## src/hw/rtl/bbr_pkg.sv

```systemverilog
package bbr_pkg;

  localparam int MaxWidthDef  = 1024;
  localparam int MaxHeightDef = 1024;

  localparam int PosW     = 13;
  localparam int SizeW    = 11;
  localparam int CfgIdxW  = 8;
  localparam int CfgDataW = 32;
  localparam int CntW     = 4;
  localparam int SumW     = 12;
  localparam int RecipW   = 17;
  localparam int ProdW    = SumW + RecipW;
  localparam int RecipShift = 16;
  localparam int QueueDepth = 2;
  localparam int TapW     = 4;
  localparam logic [TapW-1:0] LastTap = TapW'(8);

  localparam logic [SizeW-1:0] WidthReset  = SizeW'(640);
  localparam logic [SizeW-1:0] HeightReset = SizeW'(480);

  localparam logic [CfgIdxW-1:0] CfgImageWidth  = CfgIdxW'(0);
  localparam logic [CfgIdxW-1:0] CfgImageHeight = CfgIdxW'(1);

  localparam logic OpPixel = 1'b0;

  typedef struct packed {
    logic        operation;
    logic [31:0] pixel_in;
  } in_item_t;

  typedef struct packed {
    logic [31:0] pixel_out;
    logic        frame_last;
  } out_item_t;

  typedef struct packed {
    logic            store;
    logic            emit;
    logic            last;
    logic [PosW-1:0] wrow;
    logic [PosW-1:0] wcol;
    logic [PosW-1:0] orow;
    logic [PosW-1:0] ocol;
    logic [31:0]     pixel;
  } cmd_t;

  typedef enum logic [2:0] {
    BK_IDLE,
    BK_READ,
    BK_DRAIN,
    BK_MUL,
    BK_OUT
  } bk_state_e;

  function automatic logic [PosW-1:0] clamp_size(logic [SizeW-1:0] v, int maxv);
    if (v == '0) return PosW'(1);
    if (int'(v) > maxv) return PosW'(maxv);
    return PosW'(v);
  endfunction

  // ceil(2^16 / count), exact for every sum of up to nine 8-bit values
  function automatic logic [RecipW-1:0] recip(logic [CntW-1:0] c);
    logic [RecipW-1:0] r;
    r = '0;
    case (c)
      CntW'(1): r = RecipW'(65536);
      CntW'(2): r = RecipW'(32768);
      CntW'(3): r = RecipW'(21846);
      CntW'(4): r = RecipW'(16384);
      CntW'(6): r = RecipW'(10923);
      CntW'(9): r = RecipW'(7282);
      default:  r = '0;
    endcase
    return r;
  endfunction

  // tap to {row offset, column offset}, each offset biased by one
  function automatic logic [3:0] tap_offs(logic [TapW-1:0] t);
    logic [3:0] o;
    o = 4'b0101;
    case (t)
      TapW'(0): o = 4'b00_00;
      TapW'(1): o = 4'b00_01;
      TapW'(2): o = 4'b00_10;
      TapW'(3): o = 4'b01_00;
      TapW'(4): o = 4'b01_01;
      TapW'(5): o = 4'b01_10;
      TapW'(6): o = 4'b10_00;
      TapW'(7): o = 4'b10_01;
      TapW'(8): o = 4'b10_10;
      default:  o = 4'b01_01;
    endcase
    return o;
  endfunction

endpackage

```

## src/hw/rtl/bbr_front.sv

```systemverilog
module bbr_front (
  input  logic                      clk_i,
  input  logic                      rst_ni,
  input  logic [bbr_pkg::PosW-1:0]  w_i,
  input  logic [bbr_pkg::PosW-1:0]  h_i,
  input  logic                      restart_i,
  input  logic                      accept_i,
  input  bbr_pkg::in_item_t         item_i,
  output bbr_pkg::cmd_t             cmd_o,
  output logic                      cmd_valid_o
);

  localparam int PosW = bbr_pkg::PosW;

  logic [PosW-1:0] in_col_q, in_col_d, in_row_q, in_row_d;
  logic [PosW-1:0] out_col_q, out_col_d, out_row_q, out_row_d;
  logic [PosW-1:0] ic, ir, need_r, need_c;
  logic            store, ready, emit, last;

  always_comb begin
    store = accept_i && (item_i.operation == bbr_pkg::OpPixel) && (in_row_q < h_i);
    ic    = in_col_q;
    ir    = in_row_q;
    if (store) begin
      if (in_col_q + PosW'(1) >= w_i) begin
        ic = '0;
        ir = in_row_q + PosW'(1);
      end else begin
        ic = in_col_q + PosW'(1);
      end
    end

    // the result needs its lower-right neighbor, clamped to the frame
    need_r = (out_row_q + PosW'(1) < h_i) ? out_row_q + PosW'(1) : h_i - PosW'(1);
    need_c = (out_col_q + PosW'(1) < w_i) ? out_col_q + PosW'(1) : w_i - PosW'(1);
    ready  = (ir > need_r) || ((ir == need_r) && (ic > need_c));
    emit   = accept_i && ready;
    last   = (out_row_q == h_i - PosW'(1)) && (out_col_q == w_i - PosW'(1));

    in_col_d  = ic;
    in_row_d  = ir;
    out_col_d = out_col_q;
    out_row_d = out_row_q;
    if (emit) begin
      if (out_col_q + PosW'(1) >= w_i) begin
        out_col_d = '0;
        out_row_d = out_row_q + PosW'(1);
      end else begin
        out_col_d = out_col_q + PosW'(1);
      end
    end
    if ((emit && last) || restart_i) begin
      in_col_d  = '0;
      in_row_d  = '0;
      out_col_d = '0;
      out_row_d = '0;
    end

    cmd_o.store = store;
    cmd_o.emit  = emit;
    cmd_o.last  = last;
    cmd_o.wrow  = in_row_q;
    cmd_o.wcol  = in_col_q;
    cmd_o.orow  = out_row_q;
    cmd_o.ocol  = out_col_q;
    cmd_o.pixel = item_i.pixel_in;
    cmd_valid_o = store || emit;
  end

  always_ff @(posedge clk_i or negedge rst_ni) begin
    if (!rst_ni) begin
      in_col_q  <= '0;
      in_row_q  <= '0;
      out_col_q <= '0;
      out_row_q <= '0;
    end else begin
      in_col_q  <= in_col_d;
      in_row_q  <= in_row_d;
      out_col_q <= out_col_d;
      out_row_q <= out_row_d;
    end
  end

endmodule

```

## config.mk

```make
export PLATFORM = sky130hd
export DESIGN_NAME = bbr_front
export DESIGN_NICKNAME = d
export VERILOG_FILES = /design/src/hw/rtl/bbr_pkg.sv /design/src/hw/rtl/bbr_front.sv
export SDC_FILE = /design/constraint.sdc
export NUM_CORES = 1
export LEC_CHECK = 0
export BUFFER_PORTS_ARGS = -buffer_cell sky130_fd_sc_hd__buf_2
export CAP_MARGIN = 20
export CELL_PAD_IN_SITES_DETAIL_PLACEMENT = 2
export CELL_PAD_IN_SITES_GLOBAL_PLACEMENT = 2
export CORE_ASPECT_RATIO = 0.75
export CORE_MARGIN = 5
export CORE_UTILIZATION = 32
export DETAILED_ROUTE_END_ITERATION = 10
export PLACE_DENSITY_LB_ADDON = 0.1
export RECOVER_POWER = 50
export SLEW_MARGIN = 5
export SYNTH_ARGS = -nofsm -noshare
export SYNTH_HDL_FRONTEND = slang
export SYNTH_SLANG_ARGS = --single-unit
export TNS_END_PERCENT = 5
```

## constraint.sdc

```tcl
create_clock -name clk_i -period 7.7 [get_ports clk_i]
set_input_delay 0.77 -clock clk_i [delete_from_list [all_inputs] [get_ports clk_i]]
set_output_delay 0.77 -clock clk_i [all_outputs]
set_load 0.02 [all_outputs]
```

==> run metrics <==
DP Area=6970 um2; HPWL Detailed=20,500 um; Placeable Area=20,300 um2; clock tree from TritonCTS=yes; Leak Pwr=3.54 nW; critical setup path kind=register to output pin; type of origin of the critical path=register; Post-synth EDFFs=0; area occupied by multi-input gates=4650 um2; Final Critical Period=7.10 ns; Die ar.=23,600 um2; Seq/Total Area, Yosys=0.197; DP Worst Slack=0.614 ns; Sequential Area=1300 um2; Hold Crit Class=register to register; Initial Util=0.325; Final ANT Viol Nets=0; clk_lat worst skew=0.30 ns; ys flop type=dfrtp_1; FMAX=141 MHz; Setup Viol. Count Final=0; Avg WL per Cell=23.2 um; cts repair resizes=0; number of max-cap violations=1; commonest non-fill, non-tap cell in the layout=ha_1; Overflow after GRT=0; std cell rows=45; post-synth cell types=67; Yosys reg bits=52; commonest non-fill, non-tap cells in the layout=ha_1 (83), buf_2 (74), xnor2_1 (61); Worst Max-Slew Pin Slew=3.29 ns; H-Tree Depth=2; share of cells above drive strength 1=0.132; Layout area overhead=8.14%; CTS Buf Count=5; setup TNS=0 ns; n_diodes=0; Placed Cells=1,077; final wirelength=25,100 um; die height=134 um; Post-Syn Area=6600 um2; Die W=176 um; Hold Vio Cnt, Final=0; Mapped Cells=803; Final Util=0.352; initial antenna violation count=0; Max VDD drop=73.7 uV; post-CTS setup buffer count=0; crit path max fanout=10; failing checks=max-capacitance violations, max-slew violations; PD cells=115 nW/um2; Non-Filler Instances=1,084; Final Cell Area=7130 um2; total power=821 uW; initial DRC count=285; largest net degree at the start of global routing=53; critical path capture point type=output pin; Critical Path RT=6.93 ns; Sinks on Clock Net=52; Syn. warnings=0; Clock transition at path regs=0.08 ns; Mean Syn Cell Area=8.22 um2; via count=6,097; Total GRT Usage=0.211; Port Buffers=86; Clock Skew=0.00744 ns; Worst Setup Slack, final=0.596 ns; DR DRC count=0; RSZ-0062 raised after global routing=no; Hold WS=0.615 ns; root buffer cell=clkbuf_16; first-pass GRT wire length=39,200 um; vias in the first global route=6,638; Ports=151; Slew HR=-1.19; Final period util=0.923; Post-CTS Hold Fix Bufs=0; CP arrival=6.33 ns; clk buf depth=2; filler cell count=2,339; status=finished with violations; max-slew violations=53; drt pass-1 iters=4; Synth async-reset ratio=1.00; drt via density=5.62; Post-Syn Nets=949; nets=972; RD Place Congestion=0.900
[routing by layer]
| metal | vias up | global-route usage | part of all wire |
|---|---|---|---|
| li1 | 2900 | - | - |
| met3 | 35 | 0.0248 | 0.028 |
| met5 | - | 0 | 0 |
| met2 | 93 | 0.312 | 0.41 |
| met4 | 0 | 0.0442 | 0.015 |
| met1 | 3069 | 0.328 | 0.54 |
[cells in the mapped netlist (all sizes together) (25+ instances only)]
cell type / instances / area share
a21oi: 38 / 0.029
and3: 25 / 0.024
buf: 49 / 0.051
clkbuf: 30 / 0.017
dfrtp: 52 / 0.20
ha: 83 / 0.16
inv: 53 / 0.030
mux2i: 31 / 0.047
nand2: 56 / 0.032
nand3: 37 / 0.029
nor2: 37 / 0.021
o21ai: 25 / 0.019
xnor2: 61 / 0.081
xor2: 27 / 0.036
[final cells by class]
cell class | instances | share of cell area
multi-input combinational | 619 | 0.651
sequential | 52 | 0.182
timing repair buffer | 95 | 0.0672
tap | 258 | 0.0452
inverter | 53 | 0.0279
clock buffer | 5 | 0.0175
clock inverter | 2 | 0.00842
[where the power goes]
part | switching (mW) | internal (mW)
Sequential | 0.0157 | 0.280
Clock | 0.115 | 0.185
Combinational | 0.146 | 0.0782
[worst max-delay path, stage by stage, from the launching register on]
cell     delay (ns)
dfrtp_1        0.53
ha_1           0.32
and3_1         0.29
and3_1         0.26
and3_1         0.27
nand3_1        0.11
xnor2_1        0.46
ha_1           0.35
and4_1         0.22
a221o_1        0.29
a31oi_1        0.39
buf_4          0.30
mux2_2         0.38
ha_1           0.28
nand4_1        0.12
or4_1          0.61
nor3b_1        0.22
o41ai_1        0.14
and2_1         0.23
nand2_1        0.08
buf_2          0.17
[worst paths after layout]
check / from / end / slack (ns) / depth (start not counted)
worst max-delay path: out_row_q[0] / cmd_valid_o / 0.60 / 20
min in group asynchronous: rst_ni / out_row_q[0] / 1.66 / 2
max in group asynchronous: rst_ni / in_col_q[4] / 4.18 / 2
worst max register to register: out_row_q[0] / out_row_q[1] / 0.65 / 20
worst min register to register: out_col_q[0] / out_col_q[0] / 0.61 / 1
worst min-delay path: out_col_q[0] / out_col_q[0] / 0.61 / 1
[registers in the layout, summed over array words and instances, names as in the netlist]
signal,cells
out_row_q,13
out_col_q,13
in_col_q,13
in_row_q,13
[cell families (layout without fill, tap and decap cells)]
| group | after synthesis | count (layout) | synth area share |
|---|---|---|---|
| AO/OA/AOI/OAI | 165 | 165 | 0.170 |
| XOR/XNOR | 88 | 88 | 0.117 |
| adder cells (fa/ha/maj) | 83 | 83 | 0.157 |
| flip-flops | 52 | 52 | 0.197 |
| AND/OR/NAND/NOR | 249 | 249 | 0.207 |
| buffers and inverters | 132 | 155 | 0.0984 |
| multiplexers | 34 | 34 | 0.0522 |
(Power assumes the default switching activity.)
