## src/hw/rtl/bbr_pkg.sv

```systemverilog
package bbr_pkg;

  localparam int MaxWidthDef  = 1024;
  localparam int MaxHeightDef = 1024;

  localparam int PosW     = 13;
  localparam int SizeW    = 11;
  localparam int CfgIdxW  = 8;
  localparam int CfgDataW = 32;
  localparam int CntW     = 4;
  localparam int SumW     = 12;
  localparam int RecipW   = 17;
  localparam int ProdW    = SumW + RecipW;
  localparam int RecipShift = 16;
  localparam int QueueDepth = 2;
  localparam int TapW     = 4;
  localparam logic [TapW-1:0] LastTap = TapW'(8);

  localparam logic [SizeW-1:0] WidthReset  = SizeW'(640);
  localparam logic [SizeW-1:0] HeightReset = SizeW'(480);

  localparam logic [CfgIdxW-1:0] CfgImageWidth  = CfgIdxW'(0);
  localparam logic [CfgIdxW-1:0] CfgImageHeight = CfgIdxW'(1);

  localparam logic OpPixel = 1'b0;

  typedef struct packed {
    logic        operation;
    logic [31:0] pixel_in;
  } in_item_t;

  typedef struct packed {
    logic [31:0] pixel_out;
    logic        frame_last;
  } out_item_t;

  typedef struct packed {
    logic            store;
    logic            emit;
    logic            last;
    logic [PosW-1:0] wrow;
    logic [PosW-1:0] wcol;
    logic [PosW-1:0] orow;
    logic [PosW-1:0] ocol;
    logic [31:0]     pixel;
  } cmd_t;

  typedef enum logic [2:0] {
    BK_IDLE,
    BK_READ,
    BK_DRAIN,
    BK_MUL,
    BK_OUT
  } bk_state_e;

  function automatic logic [PosW-1:0] clamp_size(logic [SizeW-1:0] v, int maxv);
    if (v == '0) return PosW'(1);
    if (int'(v) > maxv) return PosW'(maxv);
    return PosW'(v);
  endfunction

  // ceil(2^16 / count), exact for every sum of up to nine 8-bit values
  function automatic logic [RecipW-1:0] recip(logic [CntW-1:0] c);
    logic [RecipW-1:0] r;
    r = '0;
    case (c)
      CntW'(1): r = RecipW'(65536);
      CntW'(2): r = RecipW'(32768);
      CntW'(3): r = RecipW'(21846);
      CntW'(4): r = RecipW'(16384);
      CntW'(6): r = RecipW'(10923);
      CntW'(9): r = RecipW'(7282);
      default:  r = '0;
    endcase
    return r;
  endfunction

  // tap to {row offset, column offset}, each offset biased by one
  function automatic logic [3:0] tap_offs(logic [TapW-1:0] t);
    logic [3:0] o;
    o = 4'b0101;
    case (t)
      TapW'(0): o = 4'b00_00;
      TapW'(1): o = 4'b00_01;
      TapW'(2): o = 4'b00_10;
      TapW'(3): o = 4'b01_00;
      TapW'(4): o = 4'b01_01;
      TapW'(5): o = 4'b01_10;
      TapW'(6): o = 4'b10_00;
      TapW'(7): o = 4'b10_01;
      TapW'(8): o = 4'b10_10;
      default:  o = 4'b01_01;
    endcase
    return o;
  endfunction

endpackage

```

## src/hw/rtl/bbr_fifo.sv

```systemverilog
module bbr_fifo #(
  parameter int W     = 8,
  parameter int DEPTH = bbr_pkg::QueueDepth
) (
  input  logic         clk_i,
  input  logic         rst_ni,
  input  logic         push_i,
  input  logic [W-1:0] data_i,
  output logic         full_o,
  input  logic         pop_i,
  output logic [W-1:0] data_o,
  output logic         empty_o
);

  localparam int PtrW = (DEPTH > 1) ? $clog2(DEPTH) : 1;
  localparam int CntW = $clog2(DEPTH + 1);

  logic [W-1:0]    mem_q [DEPTH];
  logic [PtrW-1:0] wr_ptr_q, wr_ptr_d, rd_ptr_q, rd_ptr_d;
  logic [CntW-1:0] cnt_q, cnt_d;
  logic            do_push, do_pop;

  assign full_o  = (cnt_q == CntW'(DEPTH));
  assign empty_o = (cnt_q == '0);
  assign do_push = push_i && !full_o;
  assign do_pop  = pop_i && !empty_o;
  assign data_o  = mem_q[rd_ptr_q];

  always_comb begin
    wr_ptr_d = wr_ptr_q;
    rd_ptr_d = rd_ptr_q;
    cnt_d    = cnt_q;
    if (do_push) begin
      wr_ptr_d = (wr_ptr_q == PtrW'(DEPTH - 1)) ? '0 : wr_ptr_q + PtrW'(1);
    end
    if (do_pop) begin
      rd_ptr_d = (rd_ptr_q == PtrW'(DEPTH - 1)) ? '0 : rd_ptr_q + PtrW'(1);
    end
    if (do_push && !do_pop) begin
      cnt_d = cnt_q + CntW'(1);
    end else if (do_pop && !do_push) begin
      cnt_d = cnt_q - CntW'(1);
    end
  end

  always_ff @(posedge clk_i or negedge rst_ni) begin
    if (!rst_ni) begin
      wr_ptr_q <= '0;
      rd_ptr_q <= '0;
      cnt_q    <= '0;
    end else begin
      wr_ptr_q <= wr_ptr_d;
      rd_ptr_q <= rd_ptr_d;
      cnt_q    <= cnt_d;
    end
  end

  always_ff @(posedge clk_i) begin
    if (do_push) begin
      mem_q[wr_ptr_q] <= data_i;
    end
  end

endmodule

```

## config.mk

```make
export PLATFORM = sky130hd
export DESIGN_NAME = bbr_fifo
export DESIGN_NICKNAME = d
export VERILOG_FILES = /design/src/hw/rtl/bbr_pkg.sv /design/src/hw/rtl/bbr_fifo.sv
export SDC_FILE = /design/constraint.sdc
export NUM_CORES = 1
export LEC_CHECK = 0
export CORE_AREA = 10 10 47 49
export CTS_BUF_LIST = sky130_fd_sc_hd__clkbuf_8
export CTS_CLUSTER_SIZE = 24
export DETAILED_ROUTE_END_ITERATION = 7
export DIE_AREA = 0 0 57 59
export DONT_BUFFER_PORTS = 1
export GPL_TIMING_DRIVEN = 0
export HOLD_SLACK_MARGIN = 0.03
export PLACE_DENSITY = 0.84
export SLEW_MARGIN = 40
export SYNTH_ARGS = -nofsm -noshare
export SYNTH_HDL_FRONTEND = slang
export SYNTH_SLANG_ARGS = --single-unit
```

## constraint.sdc

```tcl
create_clock -name clk_i -period 2.7 [get_ports clk_i]
set_input_delay 0.135 -clock clk_i [delete_from_list [all_inputs] [get_ports clk_i]]
set_output_delay 0.135 -clock clk_i [all_outputs]
set_load 0.02 [all_outputs]
```

==> results of run 1 <==
-- sequential cells by signal, indices dropped and copies added (netlist names) --
signal,cells
rd_ptr_q,1
cnt_q,2
mem_q,16
wr_ptr_q,1
-- logic make-up (layout without fill, tap and decap cells) --
kind of cell | count (synthesis) | in the layout
AOI/OAI and AO/OA | 1 | 1
xor gates and xnor gates | 5 | 5
adders and majority gates | 1 | 1
buffers and inverters | 3 | 16
DFF | 20 | 20
muxes | 8 | 8
and+or+nand+nor | 6 | 6
-- final cells by class --
type | instances | area (um2)
fill | 107 | 464.2
tap | 16 | 20.02
timing repair buffer | 9 | 90.09
clock inverter | 1 | 3.754
multi-input combinational | 21 | 188.9
inverter | 2 | 7.507
sequential | 20 | 580.6
clock buffer | 3 | 41.29
buffer | 1 | 5.005
-- Yosys cell counts --
cell type / number
xnor2_2: 1
nand2_2: 1
dfrtp_1: 4
and3_1: 1
inv_1: 2
xnor2_1: 2
o21ai_1: 1
nor2_1: 3
edfxtp_1: 16
ha_1: 1
mux2_1: 6
buf_2: 1
xor2_1: 2
mux2_2: 2
nand2b_1: 1
-- layer usage --
layer | track usage | wire length, um | vias up
li1 | - | - | 187
met1 | 0.09056 | 545 | 188
met2 | 0.1457 | 697 | 14
met3 | 0.04077 | 96 | 2
met4 | 0.03020 | 7 | 0
met5 | 0 | 0 | -
-- path summary, 6_finish.rpt --
| path | slack (ps) | startpoint | endpoint |
|---|---|---|---|
| min reg2reg | 520 | cnt_q[1] | cnt_q[1] |
| max reg2reg | 1090 | cnt_q[0] | mem_q[0][0] |
| max in group asynchronous | 2360 | rst_ni | cnt_q[1] |
| max | 1090 | cnt_q[0] | mem_q[0][0] |
| min in group asynchronous | 160 | rst_ni | wr_ptr_q |
| min | 60 | push_i | wr_ptr_q |
-- stage by stage --
step                      setup WS (ps)  hold WS, ps
after floorplan                    1308       -160.6
after global placement             1116       -160.4
after detailed placement           1063       -160.4
after CTS                          1057        55.54
after global routing              931.9        60.91
final                              1094        60.25
-- report_power, final --
group | total, uW | switching (uW) | internal (uW)
logic | 348 | 222 | 125
registers | 474 | 42.0 | 432
clock network | 183 | 82.2 | 101
-- worst register-to-register path, delay by kind of cell, from the launching register on --
kind / cells / cell delay [ps]
DFF: 1 / 420
and+or+nand+nor: 3 / 820
==> reports/qor.yml, run 1 <==
post_cts_buffers: 0
design_area_um2: 937.1
cap_violations: 0
fin_setup_tns_ps: 0
netlist_area_um2: 782.0
path_clk_slew_ps: 70
grt_pass1_wl_mm: 2.194
final_cell_mix: "edfxtp_1, dlygate4sd3_1, mux2_1"
cp.depth: 3
cts.sinks: 20
critPathLaunchType: "flop"
ys_seq_elements: 20
rows: 14
relSlewSlack: 0.5479
crit_chain: "nand2b_1 > nand2_2 > nor2_1"
grt_remaining_overflow: 0
final_nets: 71
min-delay-path-class: "in2reg"
syn_nets: 57
cp-end-kind: "flop"
fin_util: 0.6688
hold_depth: 2
rsz0062_at_grt: "no"
period_share: 0.5949
place_area_um2: 802.0
critPathArrivalTime_ps: 1490
wl_mm: 1.347
path_max_fanout: 8
vdd_drop_max_mv: 0.7054
p_leak_uw: 0.0003584
cts_tree: "done"
crit_path_top_delay_cell: "nor2_1"
total_power_uw: 1005
setup_viol: 0
synthMuxAreaShare: 0.1152
powerDensity_mw_per_mm2: 1072
die_height_um: 59
synth_fa_ha_area_frac: 0.01600
cts.repair.resized: 0
path_buf_inv: 0
layout_commonest_cell: "edfxtp_1"
antenna_left: 0
drv_slew: 0
worst_pin_slew_ps: 675.6
num_vias: 391
synth_warnings: 0
syn_avg_cell_area_um2: 17.77
finalNonFillerCells: 73
ios: 22
grt_use_total: 0.08555
hold_buffers: 9
root_buffer: "clkbuf_8"
placedCellCount: 60
report.final.hold_viol_count: 0
outcome: "completed"
initialDrtViolationCount: 5
numCtsBuffers: 3
area_growth_pct: 19.84
synth_top_area_frac: 0.6144
grt_pass1_vias: 452
synth_top_cell_by_area: "edfxtp_1"
initial_utilization: 0.5580
seq_area_frac_synth: 0.7424
synth-xor-area-share: 0.06560
cpLargestDelayFamily: "simple AND/OR/NAND/NOR gates"
antenna_cells: 0
port_buffers: 0
synth_top_family_by_area: "multiplexers"
wl_per_cell_um: 18.45
core_area_mm2: 0.001401
gp_congestion: 0.6546
viasPerCell: 5.356
dpl.hpwl_mm: 1.011
die-area_mm2: 0.003363
fin_crit_ps: 1606
dr.pass1.iters: 4
die_w_um: 57
skew_ps: 1.989
critical_path.max_stage_delay_ps: 530
h-tree-depth: 1
synthDistinctLibCells: 15
crit_required_ps: 2580
clk_latency_ps: 240
grt_max_degree: 12
synth_compound_area_frac: 0.006400
max_freq_mhz: 622.6
antenna_found_initial: 0
drc: 0
criticalPathCategory: "reg2reg"
cts_buffer_depth: 2
postSynthCellCount: 44
drive_gt1_frac: 0.1404
synth_area_leaders: "edfxtp_1, dfrtp_1, mux2_1, mux2_2, xnor2_1"
reg2reg_depth: 3
synth-simple-area-share: 0.03840
Power figures use the tool's default switching activity.
==> run 2: changes to the inputs <==
==> constraint.sdc (replaced) <==
create_clock -name clk_i -period 1.48 [get_ports clk_i]
set_input_delay 0.074 -clock clk_i [delete_from_list [all_inputs] [get_ports clk_i]]
set_output_delay 0.074 -clock clk_i [all_outputs]
set_load 0.02 [all_outputs]
==> run 2 against run 1 <==
Die area is the same. Sequential share of layout area shrank 3.7 points. Critical endpoint is now cnt_q[1]. Largest cell class unchanged. Critical path depth grew 3. Non-clock buffer count grew 5. Hold slack gained 45 ps.
==> reports/qor.yml, run 2 (synthesis results as in run 1) <==
crit_path_top_delay_cell: "dfrtp_1"
layout_commonest_cell: "edfxtp_1"
cts.sinks: 20  # unchanged
critPathArrivalTime_ps: 1480  # about the same
power.switching_uw: 671.6  # +94%
largest_reg_flops: 16  # unchanged
crit_chain: "buf_4 > o21ai_2 > ha_1 > xor2_1 > nor2_2 > xor2_1"
fin_setup_tns_ps: 0  # unchanged
wl_mm: 1.409  # +4.6%
cts_tree: "done"
drc: 0  # unchanged
root_buffer: "clkbuf_8"
port_buffers: 0  # unchanged
power.internal_uw: 1277  # +94%
gp_congestion: 0.6546  # unchanged
rows: 14  # unchanged
min-delay-path-class: "in2async"
clk_latency_ps: 240  # about the same
cts_buffer_depth: 2  # unchanged
crit_required_ps: 1610  # -970 ps
dpl.hpwl_mm: 1.011  # unchanged
critical_path.max_stage_delay_ps: 380  # -150 ps
relSlewSlack: 0.7195  # +0.1716
period_share: 0.9093  # +0.3144
die-area_mm2: 0.003363  # unchanged
seqPwrFrac: 0.443  # -0.029
antenna_left: 0  # unchanged
outcome: "completed"
critPathLaunchType: "flop"
numCtsBuffers: 3  # unchanged
final_cell_mix: "edfxtp_1, dlygate4sd3_1, mux2_1"
path_clk_slew_ps: 60  # about the same
max_freq_mhz: 743.1  # +19%
grt_remaining_overflow: 0  # unchanged
powerDensity_mw_per_mm2: 1956  # +82%
grt_use_total: 0.08688  # +0.001330
fin_hold_ws_ps: 105.6  # +45.35 ps
rsz0062_at_grt: "no"
die_height_um: 59  # unchanged
reg.largest.list: "mem_q: 16 flops, cnt_q: 2 flops"
cp-end-kind: "flop"
num_vias: 407  # +4.1%
worst_pin_slew_ps: 420.3  # -255.4 ps
drv_slew: 0  # unchanged
swShare: 0.3447  # about the same
nFillCells: 100  # -6.5%
regMostFlops: "mem_q"
area_growth_pct: 27.36
report.final.hold_viol_count: 0  # unchanged
final_nets: 76  # +7.0%
clockPowerShare: 0.171  # -0.011
viasPerCell: 5.218  # -2.6%
setup_viol: 0  # unchanged
initial_utilization: 0.5580  # unchanged
dr.pass1.iters: 4  # unchanged
cap_violations: 0  # unchanged
die_w_um: 57  # unchanged
h-tree-depth: 1  # unchanged
antenna_found_initial: 0  # unchanged
grt_pass1_vias: 463  # +2.4%
criticalPathCategory: "reg2reg"
p_leak_uw: 0.0003878  # +8.2%
p_comb_frac: 0.386  # +0.040
fin_crit_ps: 1346  # -260.5 ps
crit_top_cell: "xor2_1"
wl_per_cell_um: 18.06  # -2.1%
path_max_fanout: 4  # -4
skew_ps: 2.376  # +0.3868 ps
drive_gt1_frac: 0.2419  # +0.1016
antenna_cells: 0  # unchanged
initialDrtViolationCount: 6  # +1
grt_pass1_wl_mm: 2.235  # +1.9%
grt_max_degree: 12  # unchanged
ios: 22  # unchanged
vdd_drop_max_mv: 1.272  # +80%
core_area_mm2: 0.001401  # unchanged
-- run 2: cell types whose count changed in the layout (fill, tap and decap cells not counted) --
| cell | change |
|---|---|
| nor2_1 | -2 |
| o21ai_2 | +1 |
| buf_4 | +3 |
| dlygate4sd3_1 | +2 |
| nand2b_1 | -1 |
| o21ai_1 | -1 |
| nand2b_4 | +1 |
| nor2_2 | +2 |
-- run 2: worst paths after layout --
kind / startpoint / endpoint / slack [ps] / cells past startpoint
hold / removal: rst_ni / wr_ptr_q / 110 / 1
min in group clk_i: push_i / mem_q[1][7] / 290 / 1
hold reg to reg: wr_ptr_q / wr_ptr_q / 550 / 1
setup reg to reg: cnt_q[0] / cnt_q[1] / 130 / 6
setup / recovery: cnt_q[0] / cnt_q[1] / 130 / 6
max in group asynchronous: rst_ni / cnt_q[1] / 1190 / 1
-- run 2: area by class of cell --
| cell class | count | area [um2] | share of cell area |
|---|---|---|---|
| flip-flops and latches | 20 | 580.6 | 0.5829 |
| clock buffers | 3 | 41.29 | 0.04146 |
| plain buffers | 1 | 5.005 | 0.005025 |
| inverters | 2 | 7.507 | 0.007538 |
| repair buffers | 14 | 132.6 | 0.1332 |
| well taps | 16 | 20.02 | 0.02010 |
| clock inverters | 1 | 3.754 | 0.003769 |
| multi-input cells | 21 | 205.2 | 0.2060 |
-- run 2: metrics by stage --
step                instances  utilization  cell area (um2)  total power (uW)  setup slack (ps)
floorplan                  44            -            782.0              1400             87.85
global placement           60       0.5723            802.0              1476            -104.1
detailed placement         60       0.5723            802.0              1504            -157.2
CTS                        75       0.6830            957.2              1892             64.96
global route               78       0.7107            996.0              2073             19.96
finish                     78       0.7107            996.0              1948             134.3
-- run 2: layer usage --
layer | routed length, um | vias up | GRT usage
met5 | 0 | - | 0
met4 | 7 | 0 | 0.03020
li1 | - | 196 | -
met2 | 727 | 14 | 0.1504
met1 | 587 | 195 | 0.09056
met3 | 87 | 2 | 0.04077
-- run 2: timing repair --
item	in CTS	in global routing
endpoints found under the setup margin	9	9
pin swaps	0	1
gates resized for setup	1	3
hold endpoints to repair	21	1
hold buffers	10	1
buffers inserted	1	2
-- run 2: worst max-delay path: cells and delay by family, from the launching register on --
kind | cells | cell delay [ps]
flip-flops | 1 | 380
XOR/XNOR | 2 | 310
buffers and inverters | 1 | 160
AND/OR/NAND/NOR | 1 | 50
adder cells (fa/ha/maj) | 1 | 180
AO/OA/AOI/OAI | 1 | 150
-- run 2: power groups by stage --
stage	combinational [uW]	sequential (uW)	clock (uW)
6_report	752	863	332
3_3_place_gp	612	865	0
3_5_place_dp	625	879	0
5_1_grt	827	877	369
4_1_cts	693	855	343
2_1_floorplan	542	857	0
